<file path="config.mk">
export PLATFORM = sky130hd
export DESIGN_NAME = tick_timer_compare_scheduler_core
export DESIGN_NICKNAME = d
export VERILOG_FILES = /design/src/sv/tts_pkg.sv /design/src/sv/tts_div.sv /design/src/sv/tick_timer_compare_scheduler_core.sv
export VERILOG_INCLUDE_DIRS = /design/src /design/src/sv
export SDC_FILE = /design/constraint.sdc
export NUM_CORES = 2
export LEC_CHECK = 0
export BUFFER_PORTS_ARGS = -buffer_cell sky130_fd_sc_hd__buf_2
export CAP_MARGIN = 25
export CORE_MARGIN = 2
export CORE_UTILIZATION = 50
export CTS_BUF_LIST = sky130_fd_sc_hd__clkbuf_2 sky130_fd_sc_hd__clkbuf_4 sky130_fd_sc_hd__clkbuf_8
export DETAILED_ROUTE_END_ITERATION = 16
export GPL_TIMING_DRIVEN = 0
export HOLD_SLACK_MARGIN = 0.12
export PLACE_DENSITY = 0.76
export SETUP_SLACK_MARGIN = 0.2
export SYNTH_ARGS = -nofsm -noshare
export SYNTH_HDL_FRONTEND = slang
export SYNTH_SLANG_ARGS = --single-unit
</file>
<file path="constraint.sdc">
create_clock -name clk -period 15.4 [get_ports clk]
set_input_delay 3.08 -clock clk [delete_from_list [all_inputs] [get_ports clk]]
set_output_delay 3.08 -clock clk [all_outputs]
set_load 0.01 [all_outputs]
</file>
<file path="src/sv/tick_timer_compare_scheduler_core_macros.svh">
// ----------------------------------------------------------------------------
// Tick timer compare scheduler: assertion macros
// Concurrent checks on clk, disabled while rst_n is low; empty in synthesis.
// ----------------------------------------------------------------------------
`ifndef TICK_TIMER_COMPARE_SCHEDULER_CORE_MACROS_SVH
`define TICK_TIMER_COMPARE_SCHEDULER_CORE_MACROS_SVH
`ifndef SYNTHESIS
// same-cycle implication
`define TTS_ASSERT_IMP(lbl, ante, cons) \
  lbl: assert property (@(posedge clk) disable iff (!rst_n) (ante) |-> (cons)) \
    else $error("tick timer scheduler check failed");
// next-cycle implication
`define TTS_ASSERT_NXT(lbl, ante, cons) \
  lbl: assert property (@(posedge clk) disable iff (!rst_n) (ante) |=> (cons)) \
    else $error("tick timer scheduler check failed");
`else
`define TTS_ASSERT_IMP(lbl, ante, cons)
`define TTS_ASSERT_NXT(lbl, ante, cons)
`endif
`endif

</file>
<file path="src/sv/tts_pkg.sv">
// ----------------------------------------------------------------------------
// Tick timer compare scheduler package
// Shared constants, register and request codes, divider control types.
// ----------------------------------------------------------------------------
package tts_pkg;

  localparam int COUNTER_BITS_DEF = 64;

  localparam int CPT_W = 31;
  localparam int DVD_W = 64;
  localparam int CNT_W = 7;

  localparam logic [CNT_W-1:0] DIV_STEPS_WIDE   = 7'd64;
  localparam logic [CNT_W-1:0] DIV_STEPS_NARROW = 7'd32;

  localparam logic [31:0] MAX_CYC = 32'h7FFF_FFFF;

  // configuration register indexes
  localparam logic [7:0] REG_CPT       = 8'd0;
  localparam logic [7:0] REG_TICKLESS  = 8'd1;
  localparam logic [7:0] REG_MIN_DELAY = 8'd2;

  localparam logic [CPT_W-1:0] CPT_RESET       = 31'd10000;
  localparam logic             TICKLESS_RESET  = 1'b1;
  localparam logic [CPT_W-1:0] MIN_DELAY_RESET = 31'd1000;

  // request kinds
  localparam logic [1:0] MODE_IRQ     = 2'd0;
  localparam logic [1:0] MODE_TIMEOUT = 2'd1;
  localparam logic [1:0] MODE_ELAPSED = 2'd2;

  typedef struct packed {
    logic start;
    logic wide;
  } div_req_t;

  typedef struct packed {
    logic busy;
    logic done;
  } div_sts_t;

endpackage

</file>
<file path="src/sv/tts_div.sv">
// ----------------------------------------------------------------------------
// Shared restoring divider
// One quotient bit per cycle: 64 steps for a wide dividend, 32 for a narrow one.
// ----------------------------------------------------------------------------
module tts_div
  import tts_pkg::*;
(
  input  logic             clk,
  input  logic             rst_n,
  input  div_req_t         req,
  input  logic [DVD_W-1:0] dividend,
  input  logic [CPT_W-1:0] divisor,
  output div_sts_t         sts,
  output logic [DVD_W-1:0] quotient,
  output logic [CPT_W-1:0] remainder
);

  logic [DVD_W-1:0] dvd_r, dvd_nxt;
  logic [CPT_W-1:0] rem_r, rem_nxt;
  logic [CNT_W-1:0] cnt_r, cnt_nxt;
  logic             busy_r, busy_nxt;
  logic             done_r, done_nxt;
  logic [CPT_W:0]   trial;
  logic [CPT_W:0]   diff;
  logic             ge;

  always_comb begin
    trial = {rem_r, dvd_r[DVD_W-1]};
    diff  = trial - {1'b0, divisor};
    ge    = (trial >= {1'b0, divisor});
  end

  always_comb begin
    dvd_nxt  = dvd_r;
    rem_nxt  = rem_r;
    cnt_nxt  = cnt_r;
    busy_nxt = busy_r;
    done_nxt = 1'b0;
    if (req.start) begin
      // narrow dividends sit in the upper half so the shift order is the same
      dvd_nxt  = req.wide ? dividend : {dividend[31:0], 32'd0};
      rem_nxt  = '0;
      cnt_nxt  = req.wide ? DIV_STEPS_WIDE : DIV_STEPS_NARROW;
      busy_nxt = 1'b1;
    end else if (busy_r) begin
      dvd_nxt = {dvd_r[DVD_W-2:0], ge};
      rem_nxt = ge ? diff[CPT_W-1:0] : trial[CPT_W-1:0];
      cnt_nxt = cnt_r - 7'd1;
      if (cnt_r == 7'd1) begin
        busy_nxt = 1'b0;
        done_nxt = 1'b1;
      end
    end
  end

  always_ff @(posedge clk) begin
    if (!rst_n) begin
      cnt_r  <= '0;
      busy_r <= 1'b0;
      done_r <= 1'b0;
    end else begin
      cnt_r  <= cnt_nxt;
      busy_r <= busy_nxt;
      done_r <= done_nxt;
    end
    dvd_r <= dvd_nxt;
    rem_r <= rem_nxt;
  end

  assign sts.busy  = busy_r;
  assign sts.done  = done_r;
  assign quotient  = dvd_r;
  assign remainder = rem_r;

endmodule

</file>
<file path="src/sv/tick_timer_compare_scheduler_core.sv">
// ----------------------------------------------------------------------------
// Tick timer compare scheduler core
// Converts free-running counter values into kernel ticks and compare values.
// ----------------------------------------------------------------------------
// Usage:
//   in_*  : one request per handshake. tuser gives the kind (interrupt,
//           timeout, elapsed query) and the idle flag; tdata carries the
//           counter value and the requested timeout in ticks.
//   out_* : exactly one result per request, in order. tuser flags a compare
//           write; tdata carries compare value, announced and elapsed ticks.
//   cfg_* : register writes (cycles per tick, tickless mode, minimum delay),
//           always ready; write them only while no request is in flight.
// Tickless interrupts, tickless elapsed queries and non-idle tickless timeouts
// use the shared bit-serial divider, one quotient bit a cycle; such a timeout
// takes two 32-step divides plus clamp, multiply, offset, rounding, delay check.
// Periodic interrupts and requests that program nothing do not use the divider.
// in_tready is high only between requests; one request is worked at a time.
// A finished result waits in the output register while the next request is
// taken; if the receiver stalls, a second result holds the core until then.
// Reset (synchronous, rst_n low) restores the register defaults and clears
// the last announced counter value.
// ----------------------------------------------------------------------------
`include "tick_timer_compare_scheduler_core_macros.svh"

module tick_timer_compare_scheduler_core
  import tts_pkg::*;
#(
  parameter int COUNTER_BITS = COUNTER_BITS_DEF
) (
  input  logic         clk,
  input  logic         rst_n,
  // request channel
  input  logic         in_tvalid,
  output logic         in_tready,
  input  logic [95:0]  in_tdata,   // [63:0] counter_now, [95:64] timeout_ticks
  input  logic [2:0]   in_tuser,   // [1:0] mode, [2] idle
  // result channel
  output logic         out_tvalid,
  input  logic         out_tready,
  output logic [127:0] out_tdata,  // [63:0] compare_value, [95:64] announced_ticks,
                                   // [127:96] elapsed_ticks
  output logic [0:0]   out_tuser,  // [0] compare_write
  // configuration write channel
  input  logic         cfg_valid,
  output logic         cfg_ready,
  input  logic [7:0]   cfg_index,
  input  logic [31:0]  cfg_data
);

  localparam logic [3:0] S_IDLE  = 4'd0;
  localparam logic [3:0] S_DIV   = 4'd1;
  localparam logic [3:0] S_PNXT  = 4'd2;
  localparam logic [3:0] S_TMAX  = 4'd3;
  localparam logic [3:0] S_TCLMP = 4'd4;
  localparam logic [3:0] S_TMUL  = 4'd5;
  localparam logic [3:0] S_TADJ  = 4'd6;
  localparam logic [3:0] S_TDIVS = 4'd7;
  localparam logic [3:0] S_TDIV  = 4'd8;
  localparam logic [3:0] S_TSM   = 4'd9;
  localparam logic [3:0] S_TCMP  = 4'd10;
  localparam logic [3:0] S_DONE  = 4'd11;

  // configuration
  logic [CPT_W-1:0] cpt_r;
  logic             tickless_r;
  logic [CPT_W-1:0] min_delay_r;
  logic [CPT_W-1:0] cpt_eff;

  // sequencer and working registers
  logic [3:0]              state_r;
  logic [COUNTER_BITS-1:0] last_r;
  logic [COUNTER_BITS-1:0] now_r;
  logic [1:0]              mode_r;
  logic [31:0]             t_r;
  logic [CPT_W-1:0]        maxt_r;
  logic [CPT_W-1:0]        tcl_r;
  logic [31:0]             cyc_r;

  // pending result
  logic                    res_wr_r;
  logic [COUNTER_BITS-1:0] res_cmp_r;
  logic [31:0]             res_ann_r;
  logic [31:0]             res_ela_r;

  // output register
  logic         out_valid_r;
  logic         out_wr_r;
  logic [127:0] out_data_r;

  // divider
  div_req_t         div_req;
  div_sts_t         div_sts;
  logic [DVD_W-1:0] div_dividend;
  logic [DVD_W-1:0] div_q;
  logic [CPT_W-1:0] div_rem;

  logic [1:0]              in_mode;
  logic                    in_idle;
  logic [COUNTER_BITS-1:0] in_now;
  logic                    in_acc;
  logic                    out_free;

  logic [31:0]     per_inc;
  logic [32:0]     t_sel;
  logic [32:0]     t_m1;
  logic [CPT_W-1:0] t_clamp;
  logic [61:0]     prod;
  logic [31:0]     adj;
  logic [31:0]     lim;
  logic [31:0]     dlt;
  logic            small_gap;

  assign in_mode = in_tuser[1:0];
  assign in_idle = in_tuser[2];
  assign in_now  = in_tdata[COUNTER_BITS-1:0];

  assign in_tready = (state_r == S_IDLE);
  assign in_acc    = in_tvalid && in_tready;
  assign out_free  = !out_valid_r || out_tready;
  assign cfg_ready = 1'b1;

  assign cpt_eff = (cpt_r == '0) ? 31'd1 : cpt_r;

  always_ff @(posedge clk) begin
    if (!rst_n) begin
      cpt_r       <= CPT_RESET;
      tickless_r  <= TICKLESS_RESET;
      min_delay_r <= MIN_DELAY_RESET;
    end else if (cfg_valid && cfg_ready) begin
      case (cfg_index)
        REG_CPT:       cpt_r       <= cfg_data[CPT_W-1:0];
        REG_TICKLESS:  tickless_r  <= cfg_data[0];
        REG_MIN_DELAY: min_delay_r <= cfg_data[CPT_W-1:0];
        default:       ;
      endcase
    end
  end

  // divider start and operand select
  always_comb begin
    div_req.start = 1'b0;
    div_req.wide  = 1'b0;
    div_dividend  = {32'd0, cyc_r};
    if (in_acc) begin
      case (in_mode)
        MODE_IRQ: begin
          div_req.start = tickless_r;
          div_req.wide  = 1'b1;
          div_dividend  = 64'(in_now - last_r);
        end
        MODE_TIMEOUT: begin
          div_req.start = tickless_r && !in_idle;
          div_dividend  = {32'd0, MAX_CYC - {1'b0, cpt_eff}};
        end
        MODE_ELAPSED: begin
          div_req.start = tickless_r;
          div_dividend  = {32'd0, in_now[31:0] - last_r[31:0]};
        end
        default: ;
      endcase
    end else if (state_r == S_TDIVS) begin
      div_req.start = 1'b1;
    end
  end

  tts_div u_div (
    .clk       (clk),
    .rst_n     (rst_n),
    .req       (div_req),
    .dividend  (div_dividend),
    .divisor   (cpt_eff),
    .sts       (div_sts),
    .quotient  (div_q),
    .remainder (div_rem)
  );

  // datapath pieces, one short step per state
  always_comb begin
    per_inc = ((cpt_eff < min_delay_r) ? {cpt_eff, 1'b0} : {1'b0, cpt_eff}) - 32'd1;

    // forever maps to the largest timeout, then take one tick off and clamp
    t_sel = (t_r == 32'hFFFF_FFFF) ? {2'b00, maxt_r} : {t_r[31], t_r};
    t_m1  = t_sel - 33'd1;
    if (t_m1[32]) begin
      t_clamp = '0;
    end else if (t_m1[31:0] > {1'b0, maxt_r}) begin
      t_clamp = maxt_r;
    end else begin
      t_clamp = t_m1[CPT_W-1:0];
    end

    prod = 62'(tcl_r) * 62'(cpt_eff);

    adj = (now_r[31:0] - last_r[31:0]) + ({1'b0, cpt_eff} - 32'd1);
    lim = MAX_CYC - adj;

    dlt       = cyc_r + last_r[31:0] - now_r[31:0];
    small_gap = dlt[31] || (dlt[CPT_W-1:0] < min_delay_r);
  end

  always_ff @(posedge clk) begin
    if (!rst_n) begin
      state_r <= S_IDLE;
      last_r  <= '0;
    end else begin
      case (state_r)
        S_IDLE: begin
          if (in_acc) begin
            now_r     <= in_now;
            mode_r    <= in_mode;
            t_r       <= in_tdata[95:64];
            res_wr_r  <= 1'b0;
            res_cmp_r <= '0;
            res_ann_r <= '0;
            res_ela_r <= '0;
            state_r   <= S_DONE;
            case (in_mode)
              MODE_IRQ: begin
                last_r  <= in_now;
                state_r <= tickless_r ? S_DIV : S_PNXT;
              end
              MODE_TIMEOUT: begin
                if (tickless_r && !in_idle) begin
                  state_r <= S_TMAX;
                end
              end
              MODE_ELAPSED: begin
                if (tickless_r) begin
                  state_r <= S_DIV;
                end
              end
              default: ;
            endcase
          end
        end
        S_DIV: begin
          if (div_sts.done) begin
            if (mode_r == MODE_IRQ) begin
              res_ann_r <= div_q[31:0];
            end else begin
              res_ela_r <= div_q[31:0];
            end
            state_r <= S_DONE;
          end
        end
        S_PNXT: begin
          res_wr_r  <= 1'b1;
          res_cmp_r <= now_r + COUNTER_BITS'(per_inc);
          res_ann_r <= 32'd1;
          state_r   <= S_DONE;
        end
        S_TMAX: begin
          if (div_sts.done) begin
            maxt_r  <= div_q[CPT_W-1:0];
            state_r <= S_TCLMP;
          end
        end
        S_TCLMP: begin
          tcl_r   <= t_clamp;
          state_r <= S_TMUL;
        end
        S_TMUL: begin
          cyc_r   <= prod[31:0];
          state_r <= S_TADJ;
        end
        S_TADJ: begin
          // saturate the target at the 31-bit limit
          cyc_r   <= (cyc_r <= lim) ? (cyc_r + adj) : MAX_CYC;
          state_r <= S_TDIVS;
        end
        S_TDIVS: begin
          state_r <= S_TDIV;
        end
        S_TDIV: begin
          if (div_sts.done) begin
            // round down to a tick boundary
            cyc_r   <= cyc_r - {1'b0, div_rem};
            state_r <= S_TSM;
          end
        end
        S_TSM: begin
          if (small_gap) begin
            cyc_r <= cyc_r + {1'b0, cpt_eff};
          end
          state_r <= S_TCMP;
        end
        S_TCMP: begin
          res_wr_r  <= 1'b1;
          res_cmp_r <= COUNTER_BITS'(cyc_r) + last_r - COUNTER_BITS'(1);
          state_r   <= S_DONE;
        end
        S_DONE: begin
          if (out_free) begin
            out_wr_r   <= res_wr_r;
            out_data_r <= {res_ela_r, res_ann_r, 64'(res_cmp_r)};
            state_r    <= S_IDLE;
          end
        end
        default: begin
          state_r <= S_IDLE;
        end
      endcase
    end
  end

  // load a finished result, drop it once the receiver takes it
  always_ff @(posedge clk) begin
    if (!rst_n) begin
      out_valid_r <= 1'b0;
    end else if (state_r == S_DONE && out_free) begin
      out_valid_r <= 1'b1;
    end else if (out_tready) begin
      out_valid_r <= 1'b0;
    end
  end

  assign out_tvalid   = out_valid_r;
  assign out_tdata    = out_data_r;
  assign out_tuser[0] = out_wr_r;

  `TTS_ASSERT_IMP(a_idle_div_quiet, in_tready, !div_sts.busy)
  `TTS_ASSERT_NXT(a_one_request, in_tvalid && in_tready, !in_tready)
  `TTS_ASSERT_IMP(a_div_done_waited, div_sts.done,
                  state_r == S_DIV || state_r == S_TMAX || state_r == S_TDIV)

endmodule

</file>
After elaboration in Yosys (flattened, before gate mapping)
Cells that the tools add are included.
- bits in registers: 686
- latch bits: 0
- memory bits (writable): 0
- bits in read-only memories: 0
- bits of input ports: 144
- logic and storage cells: 160
- memories: 0
- add/sub/neg operators: 19
- $mul: 1
- div/mod/pow operators: 0
- magnitude comparators: 5
- equal/unequal tests: 25
- shift operators: 0
- muxes and demuxes: 49
- bitwise gates (word level): 2
- reductions and logical operators: 36
- operators with widths (kind ; number):
    case mux 64 bit (3 select lines) ; 2
    2-to-1 mux 64 bit ; 5
    2-to-1 mux 32 bit ; 9
    case mux 32 bit (4 select lines) ; 1
    adder 32 bit ; 3
    case mux 32 bit (3 select lines) ; 1
    subtractor 32 bit ; 3
    2-to-1 mux 31 bit ; 3
    adder 32 x 64 -> 64 bit ; 1
    adder 64 x 32 -> 64 bit ; 1
    case mux 32 bit (2 select lines) ; 1
    subtractor 64 x 1 -> 64 bit, second input constant ; 1
    subtractor 64 bit ; 1
    less-than comparator 31 bit ; 2
    case mux 4 bit (11 select lines) ; 1
    2-to-1 mux 33 bit ; 1
    subtractor 33 x 1 -> 33 bit, second input constant ; 1
    adder 32 x 31 -> 32 bit ; 1
    == test 32 bit, second input constant ; 1
    >= comparator 32 x 31 -> 1 bit ; 1
    greater-than comparator 32 x 31 -> 1 bit ; 1
    less-or-equal comparator 32 bit ; 1
    multiplier 31 x 31 -> 32 bit ; 1
    subtractor 31 x 1 -> 32 bit, second input constant ; 1
    other kinds (40) ; 93

Logic depth before layout (Yosys ltp)
- word-level depth: 8
- depth in mapped cells: 37
- gate-level depth less buffers: 33

By module
From an unflattened synthesis, not the netlist that was laid out.
- cell total of the unflattened synthesis: 7349
- area, all modules: 66433.7 um2
- by module, submodules not included (module ; instances ; cells an instance ; area each (um2) ; sequential area each (um2)):
    tick_timer_compare_scheduler_core ; 1 ; 6590 ; 59732.3 ; 16155.5
    tts_div ; 1 ; 759 ; 6701.4 ; 2722.6

Worst setup path before layout
No wires, ideal clock.
- path kind: input port to flip-flop
- from: in rst_n
- to: reg out_data_r[0], in the netlist out_tdata[0] (enable)
- setup time: 0.775 ns
- data arrival time: 12.499 ns
- setup slack: 2.126 ns
- cell stages on the path: 4
- path buffers: 2
- path through: clkbuf_1 > clkbuf_1 > nand3_1 > nor3_1
- longest elaborated chain between the ends: 1
- ends and longest elaborated chain (element ; line ; text):
    start: declaration ; tick_timer_compare_scheduler_core.sv:31 ; input logic rst_n,
    AND reduction 3 bit (no line) ; -- ;
    end signal: assignment ; tick_timer_compare_scheduler_core.sv:295 ; out_data_r <= {res_ela_r, res_ann_r, 64'(res_cmp_r)};
    end: declaration ; tick_timer_compare_scheduler_core.sv:88 ; logic [127:0] out_data_r;
Every way passes these cells.
A chain may end at the register's enable or synchronous reset.

Worst setup path after layout
- from: reg cpt_r[19]
- to: reg res_cmp_r[60] (data pin)
- longest elaborated chain between the ends: 7
- ends and longest elaborated chain (element ; line ; text):
    start: declaration ; tick_timer_compare_scheduler_core.sv:64 ; logic [CPT_W-1:0] cpt_r;
    start signal: assignment ; tick_timer_compare_scheduler_core.sv:131 ; REG_CPT: cpt_r <= cfg_data[CPT_W-1:0];
    zero test 31 bit ; tick_timer_compare_scheduler_core.sv:122 ; assign cpt_eff = (cpt_r == '0) ? 31'd1 : cpt_r;
    2-to-1 mux 31 bit * ; tick_timer_compare_scheduler_core.sv:122 ;
    less-than comparator 31 bit ; tick_timer_compare_scheduler_core.sv:179 ; per_inc = ((cpt_eff < min_delay_r) ? {cpt_eff, 1'b0} : {1'b0, cpt_eff}) - 32'd1;
    2-to-1 mux 32 bit * ; tick_timer_compare_scheduler_core.sv:179 ;
    subtractor 32 x 1 -> 32 bit * ; tick_timer_compare_scheduler_core.sv:179 ;
    adder 64 x 32 -> 64 bit * ; tick_timer_compare_scheduler_core.sv:248 ; res_cmp_r <= now_r + COUNTER_BITS'(per_inc);
    case mux 64 bit (3 select lines) * ; tick_timer_compare_scheduler_core.sv:206 ; case (state_r)
    end signal: assignment ; tick_timer_compare_scheduler_core.sv:248 ;
    end signal: assignment ; tick_timer_compare_scheduler_core.sv:289 ; res_cmp_r <= COUNTER_BITS'(cyc_r) + last_r - COUNTER_BITS'(1);
    end: declaration ; tick_timer_compare_scheduler_core.sv:81 ; logic [COUNTER_BITS-1:0] res_cmp_r;
Every way passes the cells marked *; elsewhere a longest branch is shown, timed or not.

==> summary.md <==
| Metric | Value |
|---|---|
| Prevailing post-synth register cell | `edfxtp_1` |
| Post-Route Setup TNS | `0 ps` |
| DRC viols | `0` |
| Htree depth | `3` |
| Worst setup SP type | `register` |
| Lkg Pwr | `0.02997 µW` |
| Die width | `364.1 µm` |
| Vias per cell | `6.082` |
| Top-area cell type share of the netlist area | `a little under a quarter` |
| Post-Syn Nets | `8276` |
| Root buf cell | `clkbuf_8` |
| Clock buffer depth | `3` |
| Ratio of cells with drive above 1 in the final layout | `7.801%` |
| Core Area | `~130000 µm²` |
| Worst stage delay on the critical path | `940 ps` |
| EDFF count, synth | `514` |
| CP startpoint | `cpt_r[19]` |
| CP Capture Type | `register` |
| Max-cap violations | `0` |
| Power, Total | `9195 µW` |
| DR iter-0 viols | `about 6500` |
| Worst r2r path cells | `33` |
| Status | `completed` |
| Starting density of the core | `50.20%` |
| Final setup viols | `0` |
| CTS resizes | `0` |
| Unrepaired setup endpoints after global routing | `false` |
| Die Span Y | `around 360 µm` |
| CP max FO | `10` |
| Max rail drop VDD | `0.1062 mV` |
| Syn Area/Cell | `between 9 and 10 µm²` |
| Min Tclk post-route | `11540 ps` |
| Worst Path Required | `15950 ps` |
| Non-filler cells, final | `9366` |
| Grt total ovfl | `0` |
| CP Class | `register to register` |
| Worst reg2reg startpoint | `cpt_r[19]` |
| Final HPWL DP | `roughly 200000 µm` |
| Io pins | `276` |
| Vias | `roughly 57000` |
| Die area | `132600 µm²` |
| Clk slew on worst S/H paths | `60 ps` |
| Peak Freq | `86.68 MHz` |
| Largest net degree at the start of global routing | `62` |
| Slew Viols, Final | `0` |
| DR WL/cell | `between 20 and 30 µm` |
| Count of state elements after synthesis | `between 600 and 700` |
| Tot GR Track Use | `37.65%` |
| Hold-fix buffers, CTS | `0` |
| Clock Sinks | `686` |
| CP most frequent cell | `clkbuf_1` |
| Max_slew headroom | `about a fifth` |
| Post-layout util | `55.42%` |
| Post-Route WL | `between 200000 and 300000 µm` |
| Worst path bufs/invs | `5` |
| Critical-path top delay cell | `o31ai_1` |
| PortBufs | `roughly 270` |
| Synth area leader | `edfxtp_1` |
| Hold Path Class | `register to register` |
| Netlist cell types | `91` |
| Sequential-to-total area share from yosys stat | `29.12%` |
| Hold WS | `approximately 410 ps` |
| Crit path DAT | `12090 ps` |
| Worst reg2reg setup slack | `roughly 3900 ps` |
| Rows | `132` |
| Crit path depth | `33` |
| Remaining antenna violation count | `0` |
| DRT Pass-1 Iters | `8` |
| Post-synthesis cell area | `64830 µm²` |
| Area contributors post-synth | `edfxtp_1 24%, fa_1 15%, ha_1 11%` |
| Setup Skew | `64.01 ps` |
| Post-Place Cells | `approximately 9100` |
| Antenna violations before repair | `15` |
| Final period utilization | `74.91%` |
| Area Overhead vs Synth | `10.41%` |
| Fraction of registers with async set/reset | `0%` |
| Placer Congestion | `1.036` |
| FF-to-FF End | `res_cmp_r[60]` |
| Worst slew pin tran | `~1200 ps` |
| Vias in the first global route | `54920` |
| Setup Buffers After CTS | `0` |
| CP Capture Point | `res_cmp_r[60]` |
| P per Cell Area | `128.5 nW/µm²` |
| YS warnings | `0` |
| First-pass GRT wire length | `approximately 360000 µm` |
| CTS tree | `done` |
| Final hold violations | `0` |
| Gate Count Post-Synth | `7083` |
| Worst path top cell family by delay | `simple AND/OR/NAND/NOR gates` |
| Clock latency on the worst-skew pair | `890 ps` |
| NumNets Final | `8705` |
| TritonCTS buffer count | `117` |
[stage by stage]
stage / cell area, µm² / setup slack (ps)
after CTS: 71530 / 4333
after global routing: 71570 / 3647
after floorplan: 64830 / 2126
after detailed placement: 68950 / 4361
after global placement: 68370 / -3060
final: 71580 / 3864
[sequential cells by signal, summed over array words and instances, names as in the netlist, 31 cells and up]
register,cells
tcl_r,31
u_div.remainder,31
res_ela_r,32
min_delay_r,31
last_r,64
maxt_r,31
out_tdata,128
u_div.quotient,64
res_ann_r,32
cyc_r,32
now_r,64
res_cmp_r,64
t_r,32
cpt_r,31
[cell families (layout without fill, tap and decap cells)]
kind of cell / after synthesis / in the layout / share of synthesized area, %
and+or+nand+nor: 2094 / 2094 / 15.31
AOI/OAI and AO/OA: 1635 / 1635 / 16.28
buffers and inverters: 1104 / 1635 / 6.446
adders and majority gates: 1049 / 1049 / 25.78
DFF: 686 / 686 / 29.12
xor gates and xnor gates: 459 / 459 / 6.201
muxes: 55 / 55 / 0.8569
other: 1 / 11 / 0.005784
[cells in the mapped netlist (13+ instances only)]
library cell and n:
nor2b_1 58, o31ai_1 31, nor4_1 25, a221oi_1 13
or2_2 17, and4_1 14, a21o_1 149, nand4_1 62
mux2i_1 51, ha_1 571, fa_1 478, o21ai_0 358
a221o_1 19, or3_1 23, a21oi_1 430, and2_1 310
o2111ai_1 14, nand2_1 890, inv_1 769, a21boi_0 132
edfxtp_1 514, a31oi_1 42, xor2_1 151, a211o_1 19
o211ai_1 45, o221ai_1 54, nor3_1 87, nor2_1 373
nand3_1 78, a211oi_1 44, xnor2_1 308, dfxtp_1 172
clkbuf_1 315, o21a_1 49, nand2b_1 57, o21bai_1 50
and3_1 45, o22ai_1 63
[layout make-up]
class | count | area [µm²]
Clock buffer | 181 | 2210
Timing Repair Buffer | 310 | 1894
Multi-Input combinational cell | 5293 | 41850
Fill cell | 11760 | 57580
Sequential cell | 686 | 18880
Tap cell | 1742 | 2180
Antenna cell | 10 | 25.02
Inverter | 770 | 2890
Buffer | 334 | 1289
Clock inverter | 40 | 361.6
[power by group]
part           leakage, µW  switching, µW  internal [µW]
Sequential         0.00615            294           2420
Clock              0.00138            835           1000
Combinational       0.0224           2860           1790
Total               0.0300           3990           5210
[placed cells by master, fill, tap and decap left out, types with 57 or more instances in the layout]
cell type	instances
a21o_1	149
a21oi_1	429
o21ai_0	358
nand3_1	78
ha_1	571
o22ai_1	63
and2_1	309
inv_1	769
buf_2	278
nor2b_1	58
clkbuf_8	136
nor3_1	83
xor2_1	151
xnor2_1	308
dfxtp_1	172
clkbuf_1	315
nand2b_1	57
nor2_1	372
nand2_1	889
a21boi_0	132
nand4_1	62
edfxtp_1	514
fa_1	478
[metal layers]
| layer | up-vias | wire, µm | GRT usage (%) | part of all wire [%] |
|---|---|---|---|---|
| met4 | 12 | 21050 | 26.48 | 8.3 |
| met2 | 3245 | 110900 | 58.31 | 44 |
| met5 | - | 110 | 0 | 0.044 |
| met1 | 27680 | 96960 | 47.89 | 38 |
| li1 | 25260 | - | - | - |
| met3 | 768 | 23690 | 6.545 | 9.4 |
[worst min path at each step]
stage                             start        endpoint  cells past startpoint
after global placement    res_ann_r[23]   out_tdata[87]                      0
after CTS                 res_ela_r[18]  out_tdata[114]                      0
after global routing      res_ela_r[18]  out_tdata[114]                      0
final                     res_cmp_r[20]   out_tdata[20]                      0
after floorplan            res_cmp_r[0]    out_tdata[0]                      0
after detailed placement  res_ela_r[15]  out_tdata[111]                      0
No activity file was read; power rests on OpenSTA's default activity.
